===== config.mk =====
export PLATFORM = sky130hd
export DESIGN_NAME = exchange_sort_engine
export DESIGN_NICKNAME = d
export VERILOG_FILES = /design/src/rtl/esort_pkg.sv /design/src/rtl/esort_cmp.sv /design/src/rtl/esort_seq.sv /design/src/rtl/exchange_sort_engine.sv
export SDC_FILE = /design/constraint.sdc
export NUM_CORES = 1
export LEC_CHECK = 0
export ABC_AREA = 1
export BUFFER_PORTS_ARGS = -buffer_cell sky130_fd_sc_hd__clkbuf_2
export CAP_MARGIN = 20
export CORE_MARGIN = 4
export CORE_UTILIZATION = 60
export CTS_CLUSTER_DIAMETER = 100
export DETAILED_ROUTE_END_ITERATION = 6
export PLACE_DENSITY = 0.79
export SLEW_MARGIN = 5
export SYNTH_ARGS = -nofsm -noshare
export SYNTH_HDL_FRONTEND = slang
export SYNTH_HIERARCHICAL = 1
export SYNTH_SLANG_ARGS = --single-unit

===== constraint.sdc =====
create_clock -name clk -period 5 [get_ports clk]
set_input_delay 0.5 -clock clk [delete_from_list [all_inputs] [get_ports clk]]
set_output_delay 0.5 -clock clk [all_outputs]
set_load 0.005 [all_outputs]

===== src/rtl/esort_pkg.sv =====
`timescale 1ns / 1ps

package esort_pkg;

    localparam int DATA_W = 32;

    typedef enum logic [2:0] {
        ST_IDLE,
        ST_LOAD_I,
        ST_FETCH_I,
        ST_COMPARE,
        ST_WRITE_I,
        ST_EMIT
    } seq_state_t;

    typedef struct packed {
        logic load_wr;
        logic cur_ld;
        logic cmp_act;
        logic i_wr;
        logic rd_en;
    } ctl_t;

endpackage


===== src/rtl/esort_cmp.sv =====
`timescale 1ns / 1ps

module esort_cmp (
    input  logic signed [esort_pkg::DATA_W-1:0] a,
    input  logic signed [esort_pkg::DATA_W-1:0] b,
    input  logic                                descending,
    output logic                                swap
);
    import esort_pkg::*;

    logic a_gt_b;
    logic a_lt_b;

    assign a_gt_b = a > b;
    assign a_lt_b = a < b;

    // strict order test: equal entries swap
    always_comb
    begin
        if (descending)
        begin
            swap = !a_gt_b;
        end
        else
        begin
            swap = !a_lt_b;
        end
    end

endmodule


===== src/rtl/esort_seq.sv =====
`timescale 1ns / 1ps

module esort_seq #(
    parameter int MAX_ITEMS = 32
) (
    input  logic                          clk,
    input  logic                          rst_n,
    input  logic                          start,
    input  logic                          last_item,
    output logic                          busy,
    output esort_pkg::ctl_t               ctl,
    output logic [$clog2(MAX_ITEMS)-1:0]  load_addr,
    output logic [$clog2(MAX_ITEMS)-1:0]  i_addr,
    output logic [$clog2(MAX_ITEMS)-1:0]  j_addr,
    output logic [$clog2(MAX_ITEMS)-1:0]  rd_addr,
    output logic                          result_valid,
    output logic                          last_result,
    output logic                          dropped
);
    import esort_pkg::*;

    localparam int ADDR_W = $clog2(MAX_ITEMS);
    localparam int CNT_W  = $clog2(MAX_ITEMS + 1);

    seq_state_t         state_reg, state_next;
    logic [CNT_W-1:0]   count_reg, count_next;
    logic               ovf_reg, ovf_next;
    logic [ADDR_W-1:0]  i_reg, i_next;
    logic [ADDR_W-1:0]  j_reg, j_next;
    logic [ADDR_W-1:0]  k_reg, k_next;
    logic               emit_v_reg, emit_v_next;
    logic               emit_last_reg, emit_last_next;
    logic               emit_drop_reg, emit_drop_next;

    logic               accept;
    logic               full;
    logic [CNT_W-1:0]   last_idx;
    logic               i_at_end;
    logic               j_at_end;
    logic               k_at_end;

    assign accept    = start && (state_reg == ST_IDLE);
    assign full      = count_reg == CNT_W'(MAX_ITEMS);
    assign last_idx  = count_reg - CNT_W'(1);
    assign i_at_end  = CNT_W'(i_reg) == last_idx;
    assign j_at_end  = CNT_W'(j_reg) == last_idx;
    assign k_at_end  = CNT_W'(k_reg) == last_idx;

    assign busy      = state_reg != ST_IDLE;
    assign load_addr = count_reg[ADDR_W-1:0];
    assign i_addr    = i_reg;
    assign j_addr    = j_reg;

    assign result_valid = emit_v_reg;
    assign last_result  = emit_last_reg;
    assign dropped      = emit_drop_reg;

    always_comb
    begin
        state_next = state_reg;
        unique case (state_reg)
            ST_IDLE:
            begin
                if (accept && last_item)
                begin
                    state_next = ST_LOAD_I;
                end
            end
            ST_LOAD_I:
            begin
                state_next = ST_FETCH_I;
            end
            ST_FETCH_I:
            begin
                state_next = i_at_end ? ST_EMIT : ST_COMPARE;
            end
            ST_COMPARE:
            begin
                if (j_at_end)
                begin
                    state_next = ST_WRITE_I;
                end
            end
            ST_WRITE_I:
            begin
                state_next = ST_FETCH_I;
            end
            ST_EMIT:
            begin
                if (k_at_end)
                begin
                    state_next = ST_IDLE;
                end
            end
            default:
            begin
                state_next = ST_IDLE;
            end
        endcase
    end

    always_comb
    begin
        ctl     = '0;
        rd_addr = i_reg;
        unique case (state_reg)
            ST_IDLE:
            begin
                ctl.load_wr = accept && !full;
            end
            ST_LOAD_I:
            begin
                ctl.rd_en = 1'b1;
            end
            ST_FETCH_I:
            begin
                ctl.cur_ld = 1'b1;
                ctl.rd_en  = !i_at_end;
                rd_addr    = i_reg + ADDR_W'(1);
            end
            ST_COMPARE:
            begin
                ctl.cmp_act = 1'b1;
                ctl.rd_en   = !j_at_end;
                rd_addr     = j_reg + ADDR_W'(1);
            end
            ST_WRITE_I:
            begin
                ctl.i_wr  = 1'b1;
                ctl.rd_en = 1'b1;
                rd_addr   = i_reg + ADDR_W'(1);
            end
            ST_EMIT:
            begin
                ctl.rd_en = 1'b1;
                rd_addr   = k_reg;
            end
            default:
            begin
                ctl = '0;
            end
        endcase
    end

    always_comb
    begin
        count_next     = count_reg;
        ovf_next       = ovf_reg;
        i_next         = i_reg;
        j_next         = j_reg;
        k_next         = k_reg;
        emit_v_next    = 1'b0;
        emit_last_next = 1'b0;
        emit_drop_next = emit_drop_reg;
        unique case (state_reg)
            ST_IDLE:
            begin
                i_next = '0;
                k_next = '0;
                if (accept)
                begin
                    if (full)
                    begin
                        ovf_next = 1'b1;
                    end
                    else
                    begin
                        count_next = count_reg + CNT_W'(1);
                    end
                end
            end
            ST_LOAD_I:
            begin
            end
            ST_FETCH_I:
            begin
                j_next = i_reg + ADDR_W'(1);
            end
            ST_COMPARE:
            begin
                j_next = j_reg + ADDR_W'(1);
            end
            ST_WRITE_I:
            begin
                i_next = i_reg + ADDR_W'(1);
            end
            ST_EMIT:
            begin
                emit_v_next    = 1'b1;
                emit_last_next = k_at_end;
                emit_drop_next = ovf_reg;
                k_next         = k_reg + ADDR_W'(1);
                if (k_at_end)
                begin
                    count_next = '0;
                    ovf_next   = 1'b0;
                end
            end
            default:
            begin
            end
        endcase
    end

    always_ff @(posedge clk or negedge rst_n)
    begin
        if (!rst_n)
        begin
            state_reg     <= ST_IDLE;
            count_reg     <= '0;
            ovf_reg       <= 1'b0;
            emit_v_reg    <= 1'b0;
            emit_last_reg <= 1'b0;
        end
        else
        begin
            state_reg     <= state_next;
            count_reg     <= count_next;
            ovf_reg       <= ovf_next;
            emit_v_reg    <= emit_v_next;
            emit_last_reg <= emit_last_next;
        end
    end

    always_ff @(posedge clk)
    begin
        i_reg         <= i_next;
        j_reg         <= j_next;
        k_reg         <= k_next;
        emit_drop_reg <= emit_drop_next;
    end

`ifndef NO_ASSERTIONS
    a_strobe_from_emit: assert property (@(posedge clk) disable iff (!rst_n)
        result_valid |-> $past(state_reg == ST_EMIT))
        else $error("result strobe without a read in emit state");

    a_count_bound: assert property (@(posedge clk) disable iff (!rst_n)
        count_reg <= CNT_W'(MAX_ITEMS))
        else $error("element count beyond capacity");

    a_j_after_i: assert property (@(posedge clk) disable iff (!rst_n)
        (state_reg == ST_COMPARE) |-> (j_reg > i_reg))
        else $error("compare index not past sort position");

    a_sort_nonempty: assert property (@(posedge clk) disable iff (!rst_n)
        (state_reg == ST_LOAD_I) |-> (count_reg != '0))
        else $error("sort started on an empty set");
`endif

endmodule


===== src/rtl/exchange_sort_engine.sv =====
`timescale 1ns / 1ps

// channel   direction  handshake                    payload
// input     in         start && !busy               value, last_item
// config    in         cfg_valid && cfg_ready       cfg_data (descending)
// result    out        result_valid, one cycle      sorted_value, last_result, dropped
//
// Each accepted beat is written to the store while it has room. The beat marked
// last starts the sort, one compare per cycle while comparing, through the
// single comparator and the one-read, one-write element store. Results then
// stream one per cycle, one per held entry. busy is high from the last beat
// until the final read is issued. Reset is asynchronous, active low; the store
// is not cleared. The receiver cannot stall results.

module exchange_sort_engine #(
    parameter int MAX_ITEMS = 32
) (
    input  logic                                clk,
    input  logic                                rst_n,
    input  logic                                start,
    output logic                                busy,
    input  logic signed [esort_pkg::DATA_W-1:0] value,
    input  logic                                last_item,
    input  logic                                cfg_valid,
    output logic                                cfg_ready,
    input  logic                                cfg_data,
    output logic                                result_valid,
    output logic signed [esort_pkg::DATA_W-1:0] sorted_value,
    output logic                                last_result,
    output logic                                dropped
);
    import esort_pkg::*;

    localparam int ADDR_W = $clog2(MAX_ITEMS);

    ctl_t               ctl;
    logic [ADDR_W-1:0]  load_addr;
    logic [ADDR_W-1:0]  i_addr;
    logic [ADDR_W-1:0]  j_addr;
    logic [ADDR_W-1:0]  rd_addr;

    logic               desc_reg;
    logic [DATA_W-1:0]  store_mem [MAX_ITEMS];
    logic [DATA_W-1:0]  rd_data_reg;
    logic [DATA_W-1:0]  cur_reg, cur_next;

    logic               swap;
    logic               swap_wr;
    logic               wr_en;
    logic [ADDR_W-1:0]  wr_addr;
    logic [DATA_W-1:0]  wr_data;

    esort_seq #(
        .MAX_ITEMS (MAX_ITEMS)
    ) u_seq (
        .clk          (clk),
        .rst_n        (rst_n),
        .start        (start),
        .last_item    (last_item),
        .busy         (busy),
        .ctl          (ctl),
        .load_addr    (load_addr),
        .i_addr       (i_addr),
        .j_addr       (j_addr),
        .rd_addr      (rd_addr),
        .result_valid (result_valid),
        .last_result  (last_result),
        .dropped      (dropped)
    );

    esort_cmp u_cmp (
        .a          (cur_reg),
        .b          (rd_data_reg),
        .descending (desc_reg),
        .swap       (swap)
    );

    assign cfg_ready    = 1'b1;
    assign sorted_value = rd_data_reg;

    assign swap_wr = ctl.cmp_act && swap;
    assign wr_en   = ctl.load_wr || ctl.i_wr || swap_wr;

    always_comb
    begin
        priority if (ctl.load_wr)
        begin
            wr_addr = load_addr;
            wr_data = value;
        end
        else if (ctl.i_wr)
        begin
            wr_addr = i_addr;
            wr_data = cur_reg;
        end
        else
        begin
            wr_addr = j_addr;
            wr_data = cur_reg;
        end
    end

    // entry i lives in cur_reg while its later entries stream past
    always_comb
    begin
        cur_next = cur_reg;
        if (ctl.cur_ld || swap_wr)
        begin
            cur_next = rd_data_reg;
        end
    end

    always_ff @(posedge clk)
    begin
        if (wr_en)
        begin
            store_mem[wr_addr] <= wr_data;
        end
        if (ctl.rd_en)
        begin
            rd_data_reg <= store_mem[rd_addr];
        end
        cur_reg <= cur_next;
    end

    always_ff @(posedge clk or negedge rst_n)
    begin
        if (!rst_n)
        begin
            desc_reg <= 1'b0;
        end
        else if (cfg_valid && cfg_ready)
        begin
            desc_reg <= cfg_data;
        end
    end

endmodule

==> results.md <==
- The iteration-0 DRC count of the detailed router is 4,978.
- After clock tree synthesis, the setup repair step added 0 buffers.
- The final reports fail on DRC.
- The area taken by multi-input logic gates is 12,050 µm².
- The maximum level of the CTS H-tree is 3.
- Setup repair after global routing left no endpoint under its margin.
- The global-route wire length before repair is 187,600 µm.
- The via count of the first global-routing pass came to 31,267.
- STA classifies the critical path startpoint as a register.
- The number of buffers created by CTS is 108.
- The critical path class is register to register.
- The startpoint identified for the worst hold timing path is cfg_data.
- The worst pin sits at a relative slew slack of 0.2381.
- The post-layout minimum cycle time is 4200 ps.
- The most used flip-flop cell after synthesis is sky130_fd_sc_hd__edfxtp_1.
- The count of max-cap constraint violations is 0.
- The startpoint identified for the worst register-to-register timing path is u_seq/state_reg[1].
- Clock tree synthesis selected as its root buffer the cell sky130_fd_sc_hd__clkbuf_16.
- The share of post-route cells with drive strength above 1 is 0.09497.
- Once detailed placement completed, the half-perimeter wirelength came to 67,770 µm.
- The number of distinct library cells after synthesis is 52.
- The count of buffers added on input and output ports is 73.
- The final layout contains routed wiring with a total length of 127,600 µm.
- Measured in cells, the most critical reg-to-reg path has a length of 15.
- The dominant cell type by area after synthesis is sky130_fd_sc_hd__edfxtp_1.
- The clock input transition at the sequential cells of the worst setup and hold paths is 60 ps.
- The horizontal extent of the die is 288.2 µm.
- The worst setup path is captured at a register.
- Dividing the detail-routed via count by the number of cells gives 6.186.
- TritonCTS built the clock tree.
- The number of endpoints failing setup at the final stage is 0.
- The number of enable flip-flop cells after synthesis is 1,104.
- At the pin with the least slew margin, the transition time is 1140 ps.
- Power spread over the standard cell area amounts to 347.1 nW/µm².
- Among all cell types in the netlist, the one instantiated most often is sky130_fd_sc_hd__nand2_1.
- The initial antenna violation count came to 0.
- Data on the critical path is required at its endpoint by 5500 ps.
- The number of hold buffers added after CTS was 1.
- For this run, the total global-route usage over all layers was measured as 0.3010.
- After synthesis the cells add up to 47,100 µm².
- The area growth from synthesis to layout is 11.35%.
- The sequential cells in the finished layout cover a total of 33,480 µm².
- The full die area is 83,050 µm².
- The total area inside the core boundary comes to 77,590 µm².
- The post-layout total power is 18.20 mW.
- The height of the die is 288.2 µm.
- The number of placed instances, taps included, is 5,083.
- After the flow finishes, the layout carries non-filler instances totaling 5,295.
- The residual antenna-violating net count after detailed routing is 0.
- The peak fanout along the critical path is 168.
- The number of gates given a new drive strength after cts is 0.
- The worst supply voltage drop on vdd is 0.3009 mV.
- The warning count from the yosys run is 6.
- The worst register-to-register path ends at sorted_value[29].
- Summing over every cut layer, the via total after detailed routing is 32,755.
- The average detailed-routed wire length per instance is 24.10 µm.
- For the worst-skew pair, the clock arrives at the later sink with an insertion delay of 700 ps.
- The flow ran to the end, but the final reports show violations.
- The commonest cells after synthesis are 1,641 x sky130_fd_sc_hd__nand2_1, 1,104 x sky130_fd_sc_hd__edfxtp_1, 800 x sky130_fd_sc_hd__nand3_1, 97 x sky130_fd_sc_hd__buf_2, 73 x sky130_fd_sc_hd__nor2_1.
- The flip-flop count of the largest register after layout is 1,024.
- Entering global routing, the biggest net connects 169 pins.
- By area the synthesized netlist is led by sky130_fd_sc_hd__edfxtp_1 70%, sky130_fd_sc_hd__nand2_1 13%, sky130_fd_sc_hd__nand3_1 8.5%.
- The utilization after layout is 0.6759.
- The post-route fraction of the period consumed by the critical path is 0.8400.
- For this run, the detailed router's first-pass iteration total came to 7.
- Counting flops with an async set or reset pin after synthesis yields a share of 0.01164.
- The cell count of the worst hold path is 2.
- The arrival time of the worst setup path is 4700 ps.
- The post-detailed-route DRC marker count is 2.
- The number of standard cells after synthesis is 4,109.
- The cell leakage power is 17.17 nW.
- The number of failing hold endpoints at the final stage is 0.
- For this configuration, the core starts out at a cell density of 0.6070.
- Clock tree synthesis found a total of 1,117 sinks.
- The class of the tightest hold or removal check is input port to register.
- Clock skew on the completed layout was measured at 63.44 ps.
- Counting flops and latches in the post-synthesis netlist gives 1,117.
- The final-stage net count is 4,243.
- For this run, the top clock speed supported by timing is 0.2381 GHz.
- The sequential cell area fraction in the yosys report is 0.7107.
- The total congestion overflow after global routing is 0.
- The row count is 102.
- The worst hold path terminates at desc_reg.
- The average cell area after synthesis is 11.46 µm².
- The post-synthesis net count is 4,185.
- The total negative setup slack is 0 ps.
- The I/O pin total is 75.
- The max-slew violation count came to 0.
- In this run the deepest clock path goes through 3 buffers.
- The congestion estimate from routability-driven global placement came to 0.8692.
- The filler cell count in the final layout is 5,167.
- The setup check on the worst reg-to-reg path leaves a slack of 800 ps.
- The area share of the largest cell type after synthesis is 0.7038.
## cell families after synthesis
group,Yosys count,synth area share
simple gates,2563,0.2295
flops,1117,0.7107
buf+inv,320,0.03977
compound gates,58,0.007491
fa+ha+maj,38,0.01009
xor+xnor,11,0.002046
other cells,1,0.00007962
mux,1,0.0002391
## worst max-delay path, stage by stage, from the launching register on
cell and delay, ps:
sky130_fd_sc_hd__dfrtp_1 450, sky130_fd_sc_hd__nor2_1 420, sky130_fd_sc_hd__nand2_2 190, sky130_fd_sc_hd__inv_1 240
sky130_fd_sc_hd__nor3_1 170, sky130_fd_sc_hd__a211o_4 600, sky130_fd_sc_hd__inv_16 550, sky130_fd_sc_hd__buf_4 450
sky130_fd_sc_hd__nand2_1 90, sky130_fd_sc_hd__nand3_1 80, sky130_fd_sc_hd__nand3_1 90, sky130_fd_sc_hd__nand2_1 160
sky130_fd_sc_hd__nand2_1 60, sky130_fd_sc_hd__nand2_1 90, sky130_fd_sc_hd__nand2_1 50, sky130_fd_sc_hd__nand2_1 220
## final cells by class
cell class	count	area share
Inverter	84	0.006561
Tap cell	1040	0.02481
Sequential cell	1117	0.6383
Clock buffer	128	0.05296
Timing Repair Buffer	184	0.03383
Clock inverter	69	0.01365
Multi-Input combinational cell	2672	0.2298
Antenna cell	1	0.00004771
## stage by stage
| stage | hold slack, ps | cell area [µm²] | worst slack [ps] |
|---|---|---|---|
| floorplan | 204.4 | 47100 | 1250 |
| global placement | 408.6 | 48490 | 956.2 |
| detailed placement | 411.1 | 48580 | 926.7 |
| CTS | 36.80 | 52090 | 901.4 |
| global route | 58.95 | 52440 | 543.6 |
| finish | 74.77 | 52450 | 799.8 |
## worst max-delay path by stage
| stage | from | endpoint | cells past startpoint |
|---|---|---|---|
| 2_1_floorplan | sorted_value[31] | store_mem[15][0] | 14 |
| 3_3_place_gp | u_seq/state_reg[1] | sorted_value[29] | 15 |
| 3_5_place_dp | u_seq/state_reg[1] | sorted_value[30] | 15 |
| 4_1_cts | u_seq/state_reg[1] | sorted_value[29] | 15 |
| 5_1_grt | u_seq/state_reg[1] | sorted_value[30] | 15 |
| 6_report | u_seq/state_reg[1] | sorted_value[29] | 15 |
## metal layers
| layer | routed length, µm | vias up | global-route usage |
|---|---|---|---|
| met3 | 16070 | 465 | 0.06038 |
| met5 | 0 | - | 0 |
| li1 | - | 14344 | - |
| met2 | 59540 | 2456 | 0.4763 |
| met1 | 44660 | 15490 | 0.4000 |
| met4 | 7354 | 0 | 0.1570 |
## report_power, final
| part | internal [mW] | leakage, nW | switching (mW) |
|---|---|---|---|
| sequential | 10.1 | 6.40 | 0.00181 |
| combinational | 0.0113 | 9.07 | 0.00717 |
| clock | 4.59 | 1.69 | 3.47 |
| total | 14.7 | 17.2 | 3.48 |
## layout by cell type, fill, tap and decap left out, types with 3 or more instances in the layout
cell,n
sky130_fd_sc_hd__a21o_1,3
sky130_fd_sc_hd__a21oi_1,22
sky130_fd_sc_hd__buf_12,21
sky130_fd_sc_hd__buf_16,14
sky130_fd_sc_hd__buf_4,71
sky130_fd_sc_hd__buf_8,4
sky130_fd_sc_hd__bufinv_16,12
sky130_fd_sc_hd__clkbuf_1,20
sky130_fd_sc_hd__clkbuf_16,108
sky130_fd_sc_hd__clkbuf_2,73
sky130_fd_sc_hd__clkinv_1,36
sky130_fd_sc_hd__clkinv_16,3
sky130_fd_sc_hd__clkinv_2,14
sky130_fd_sc_hd__dfrtp_1,13
sky130_fd_sc_hd__edfxtp_1,1104
sky130_fd_sc_hd__ha_1,38
sky130_fd_sc_hd__inv_1,71
sky130_fd_sc_hd__inv_2,9
sky130_fd_sc_hd__nand2_1,1639
sky130_fd_sc_hd__nand2_2,9
sky130_fd_sc_hd__nand3_1,799
sky130_fd_sc_hd__nand3_2,5
sky130_fd_sc_hd__nand3b_1,3
sky130_fd_sc_hd__nand4_1,12
sky130_fd_sc_hd__nor2_1,41
sky130_fd_sc_hd__nor2_2,4
sky130_fd_sc_hd__nor2_4,36
sky130_fd_sc_hd__nor3_1,5
sky130_fd_sc_hd__o211ai_1,4
sky130_fd_sc_hd__o21ai_0,13
sky130_fd_sc_hd__o21ai_1,3
sky130_fd_sc_hd__xnor2_1,3
sky130_fd_sc_hd__xor2_1,8
No activity file was read; power rests on OpenSTA's default activity.
